<file path="config.mk">
export PLATFORM = sky130hd
export DESIGN_NAME = tets_color_stack
export DESIGN_NICKNAME = d
export VERILOG_FILES = /design/src/rtl/tets_pkg.sv /design/src/rtl/tets_color_stack.sv
export SDC_FILE = /design/constraint.sdc
export NUM_CORES = 1
export LEC_CHECK = 0
export ABC_AREA = 1
export BUFFER_PORTS_ARGS = -buffer_cell sky130_fd_sc_hd__buf_2
export CORE_ASPECT_RATIO = 0.7
export CORE_MARGIN = 8
export CORE_UTILIZATION = 55
export CTS_CLUSTER_SIZE = 25
export DETAILED_ROUTE_END_ITERATION = 10
export GPL_TIMING_DRIVEN = 1
export PLACE_DENSITY = 0.73
export SLEW_MARGIN = 20
export SYNTH_ARGS = -nofsm -noshare
export SYNTH_HDL_FRONTEND = slang
export SYNTH_SLANG_ARGS = --single-unit
</file>
<file path="constraint.sdc">
create_clock -name clock -period 3.3 [get_ports clock]
set_input_delay 0 -clock clock [delete_from_list [all_inputs] [get_ports clock]]
set_output_delay 0 -clock clock [all_outputs]
set_load 0.02 [all_outputs]
</file>
<file path="src/rtl/tets_pkg.sv">
// ----------------------------------------------------------------------------
// Text style escape tracker package
// Item types, style code bytes and fixed widths shared by the design files.
// ----------------------------------------------------------------------------
package tets_pkg;

   localparam int PAIR_W   = 4;
   localparam int NUM_ATTR = 5;
   localparam int NUM_NEST = 6;
   localparam int NEST_OVR = 5;

   localparam logic [PAIR_W-1:0] MAX_PAIR = 4'd8;

   // Attribute positions in the shown attribute vector.
   localparam int ATTR_BOLD      = 0;
   localparam int ATTR_UNDERLINE = 1;
   localparam int ATTR_STANDOUT  = 2;
   localparam int ATTR_REVERSE   = 3;
   localparam int ATTR_DIM       = 4;

   // Style code bytes.
   localparam logic [7:0] CODE_BOLD_ON       = 8'h42; // B
   localparam logic [7:0] CODE_BOLD_OFF      = 8'h62; // b
   localparam logic [7:0] CODE_UNDERLINE_ON  = 8'h55; // U
   localparam logic [7:0] CODE_UNDERLINE_OFF = 8'h75; // u
   localparam logic [7:0] CODE_STANDOUT_ON   = 8'h53; // S
   localparam logic [7:0] CODE_STANDOUT_OFF  = 8'h73; // s
   localparam logic [7:0] CODE_REVERSE_ON    = 8'h52; // R
   localparam logic [7:0] CODE_REVERSE_OFF   = 8'h72; // r
   localparam logic [7:0] CODE_DIM_ON        = 8'h44; // D
   localparam logic [7:0] CODE_DIM_OFF       = 8'h64; // d
   localparam logic [7:0] CODE_NORMAL_ON     = 8'h4E; // N
   localparam logic [7:0] CODE_NORMAL_OFF    = 8'h6E; // n
   localparam logic [7:0] CODE_CLEAR         = 8'h43; // C
   localparam logic [7:0] CODE_POP           = 8'h30; // 0
   localparam logic [7:0] CODE_PAIR_FIRST    = 8'h31; // 1
   localparam logic [7:0] CODE_PAIR_LAST     = 8'h38; // 8

   typedef struct packed {
      logic [7:0] style_code;
   } req_type;

   typedef struct packed {
      logic              bold;
      logic              underline;
      logic              standout;
      logic              reverse_video;
      logic              dim;
      logic [PAIR_W-1:0] pair_id;
   } rsp_type;

   // Command from the decoder to the color stack.
   typedef struct packed {
      logic              push;
      logic              pop;
      logic [PAIR_W-1:0] pair;
   } stack_cmd_type;

endpackage

</file>
<file path="src/rtl/tets_color_stack.sv">
// ----------------------------------------------------------------------------
// Color pair stack
// Bounded stack of color pairs that drops its oldest entry on overflow.
// ----------------------------------------------------------------------------
module tets_color_stack #(
   parameter int COLOR_DEPTH = 8
) (
   input  logic                        clock,
   input  logic                        reset,
   input  tets_pkg::stack_cmd_type     cmd,
   output logic [tets_pkg::PAIR_W-1:0] color
);
   localparam int IDX_W = $clog2(COLOR_DEPTH);
   localparam logic [IDX_W-1:0] TOP_IDX = IDX_W'(COLOR_DEPTH - 1);
   localparam logic [IDX_W-1:0] ONE_IDX = IDX_W'(1);

   logic [tets_pkg::PAIR_W-1:0] stack_ff [COLOR_DEPTH];
   logic [tets_pkg::PAIR_W-1:0] stack_in [COLOR_DEPTH];
   logic [IDX_W-1:0]            idx_ff;
   logic [IDX_W-1:0]            idx_in;
   logic [IDX_W-1:0]            below_idx;

   always_comb begin
      stack_in  = stack_ff;
      idx_in    = idx_ff;
      color     = '0;
      below_idx = '0;
      if (cmd.push) begin
         if (idx_ff == TOP_IDX) begin
            // A full stack slides down and loses its oldest pair.
            if (stack_ff[COLOR_DEPTH-1] != '0) begin
               for (int k = 0; k < COLOR_DEPTH - 1; k++) begin
                  stack_in[k] = stack_ff[k+1];
               end
            end
            stack_in[COLOR_DEPTH-1] = cmd.pair;
         end else begin
            stack_in[idx_ff] = cmd.pair;
            idx_in           = idx_ff + ONE_IDX;
         end
         color = cmd.pair;
      end else if (cmd.pop) begin
         if (idx_ff != TOP_IDX || stack_ff[COLOR_DEPTH-1] == '0) begin
            idx_in = (idx_ff > ONE_IDX) ? idx_ff - ONE_IDX : ONE_IDX;
         end
         below_idx        = idx_in - ONE_IDX;
         stack_in[idx_in] = '0;
         color            = stack_ff[below_idx];
      end
   end

   always_ff @(posedge clock) begin
      if (reset) begin
         idx_ff <= '0;
         for (int k = 0; k < COLOR_DEPTH; k++) begin
            stack_ff[k] <= '0;
         end
      end else begin
         idx_ff   <= idx_in;
         stack_ff <= stack_in;
      end
   end
endmodule

</file>
==> metrics.txt <==
end of the critical path color[2]; Critical-path top delay cell dfxtp_1; Max-cap violations 0; initial antenna violation count 0; Startpoint Class register; Worst path depth 13; Final Hold Viols 0; DR vias/cell 5.942; clk slew on worst S/H paths 0.07 ns; r2r setup slk between 0.7 and 0.8 ns; post-DP HPWL 5.392 mm; Crit path top cell by count nand2_1; Yosys reg bits 35; post-route ant nets 0; crit-path cells ha_1, ha_1, nand2_2, nand2_4, nand2_8, inv_4, nand2_8, nand3_1, nand2_1, nand2_1, nand3_1, nand2_1, buf_2; GRT Residual Overflow 0; CTS tree yes; Syn Std Cell Area around 2500 sq um; I/O Buffers 11; Final Critical Period about 2.8 ns; Setup crit start idx_ff[0]$_SDFFE_PP0P_; GR Util All Layers 21.03%; Post-synth EDFFs 0; Chip Width 95.85 um; Post-CTS Resized 0; Synth area leaders dfxtp_1, nand2_1, a21oi_1; Setup Skew 0.004932 ns; Starting DRT DRC Count about 300; crit-path max FO 25; CP required 3.30 ns; n_diodes 0; CP top delay family simple AND/OR/NAND/NOR gates; I/O pin cnt 12; Final nets 404; Worst Path Buf+Inv 2; top cell type's share of synthesized area 28.54%; Netlist cell types 32; DRC 0; TritonCTS buffer count 5; Leak 1.021 nW; fmax 352.1 MHz; final setup vio count 0; starting density of the core 57.03%; Die Span Y 71.90 um; drt pass-1 iters 5; RSZ-0062 raised after global routing no; worst vdd ir 0.3585 mV; largest net degree at the start of global routing 34; Mapped Nets 394; CTS sink count 35; WS Path Type register to output pin; period utilization roughly 86%; number of fill cells 417; critical path's largest stage delay 0.54 ns; register area share after synthesis 28.54%; Top FF cell, synth dfxtp_1; CTS Buffer Depth 2; final WL 7.159 mm; total power ~1.2 mW; max_slew headroom 55.09%; core box area ~4300 sq um; gp weighted congestion just under 1; Crit. End Element output pin; H-tree depth 2; P&R area growth vs syn 7.798%; first-pass GRT wire length around 11 mm; DIE AREA 6891 sq um; clk_lat worst skew 0.29 ns; count leader, synth nand2_1; final setup TNS 0 ns; worst hold path class primary input to register; R2R depth 11; final worst slack 0.4596 ns; Synth area leader dfxtp_1; Cell Pwr Density 458.6 nW/um^2; count of final max-slew check failures 0; ys async rst share 0%; share of cells above drive strength 1 between 10% and 20%; data arrival time of the critical path 2.84 ns; Final Core Density slightly above 60%; worst flop-to-flop path endpoint stack_ff[16]$_SDFFE_PP0P_; status completed; worst reg2reg startpoint idx_ff[0]$_SDFFE_PP0P_; Synth warnings 0; Worst-Margin Slew 0.6685 ns; Avg WL per Cell around 16 um; Clock Root Buffer clkbuf_8; CTS Hold Bufs 2; Via Count ~2,700; vias in the first global route 2,336; Syn Inst Count 382; Site Rows 20; most instantiated cells after synthesis nand2_1, a21oi_1, dfxtp_1; syn_area_per_cell 6.426 sq um; pre-CTS setup slack 0.8186 ns; postcts setup bufs 0
==> routing by layer <==
| metal | GRT usage (%) | share of wire (%) | vias to the layer above |
|---|---|---|---|
| met5 | 0 | 0 | - |
| met2 | 30.35 | 43 | 134 |
| met3 | 5.464 | 9.4 | 15 |
| li1 | - | - | 1282 |
| met4 | 5.942 | 1.6 | 0 |
| met1 | 29.74 | 46 | 1225 |
==> cell families (layout without fill, tap and decap cells) <==
kind of cell             count (synthesis)  count (layout)  share of synthesized area (%)
AND/OR/NAND/NOR                        206             206                          40.62
buffers and inverters                   52              62                          9.021
adder cells (fa/ha/maj)                  4               4                          2.039
AO/OA/AOI/OAI                           84              84                          19.42
flip-flops                              35              35                          28.54
XOR/XNOR                                 1               1                         0.3568
==> tightest hold or removal path: stages <==
cell and delay [ns]:
buf_2 0.11, nand3_1 0.07, a21oi_1 0.06
==> worst min-delay path by stage <==
stage,cells past startpoint,startpoint,end,slack [ns]
final,3,cmd[0],stack_ff[0]$_SDFFE_PP0P_,0.004
after global routing,3,cmd[3],stack_ff[3]$_SDFFE_PP0P_,0.01
after CTS,3,cmd[3],stack_ff[3]$_SDFFE_PP0P_,0.001
after detailed placement,3,cmd[1],stack_ff[1]$_SDFFE_PP0P_,0.29
after global placement,3,cmd[1],stack_ff[1]$_SDFFE_PP0P_,0.29
after floorplan,2,cmd[0],stack_ff[0]$_SDFFE_PP0P_,0.17
==> area by class of cell <==
| cell class | instances | area, sq um | area share (%) |
|---|---|---|---|
| clock buffers | 6 | 72.57 | 2.742 |
| repair buffers | 14 | 82.58 | 3.121 |
| well taps | 55 | 68.82 | 2.600 |
| flip-flops and latches | 35 | 700.7 | 26.48 |
| multi-input cells | 295 | 1533 | 57.92 |
| clock inverters | 1 | 30.03 | 1.135 |
| inverters | 41 | 158.9 | 6.005 |
==> per-stage QoR <==
step / instances / cell area, sq um / hold WS (ns)
after floorplan: 382 / 2455 / 0.1656
after global placement: 438 / 2524 / 0.2897
after detailed placement: 438 / 2524 / 0.2941
after CTS: 447 / 2646 / 0.001270
after global routing: 447 / 2646 / 0.01090
final: 447 / 2646 / 0.004310
==> state kept, by name, summed over array words and instances, names as in the netlist <==
signal,flops
idx_ff,3
stack_ff,32
==> cell usage in the layout, fill, tap and decap left out, drive strengths merged <==
cell type      n
a21oi         42
clkinv         1
nand3b         1
dlygate4sd3    2
dfxtp         35
xor2           1
nor3           2
o22ai         22
nand2        146
bufinv         1
nand3         44
and2           1
buf           12
ha             4
inv           40
a31oi          1
a22oi          4
o21ai         15
clkbuf         6
nor2          12
==> power by group <==
group	internal, mW	switching [mW]	total [mW]
logic	0.120	0.270	0.390
clock network	0.221	0.152	0.373
registers	0.433	0.0166	0.450
Power figures use the tool's default switching activity.
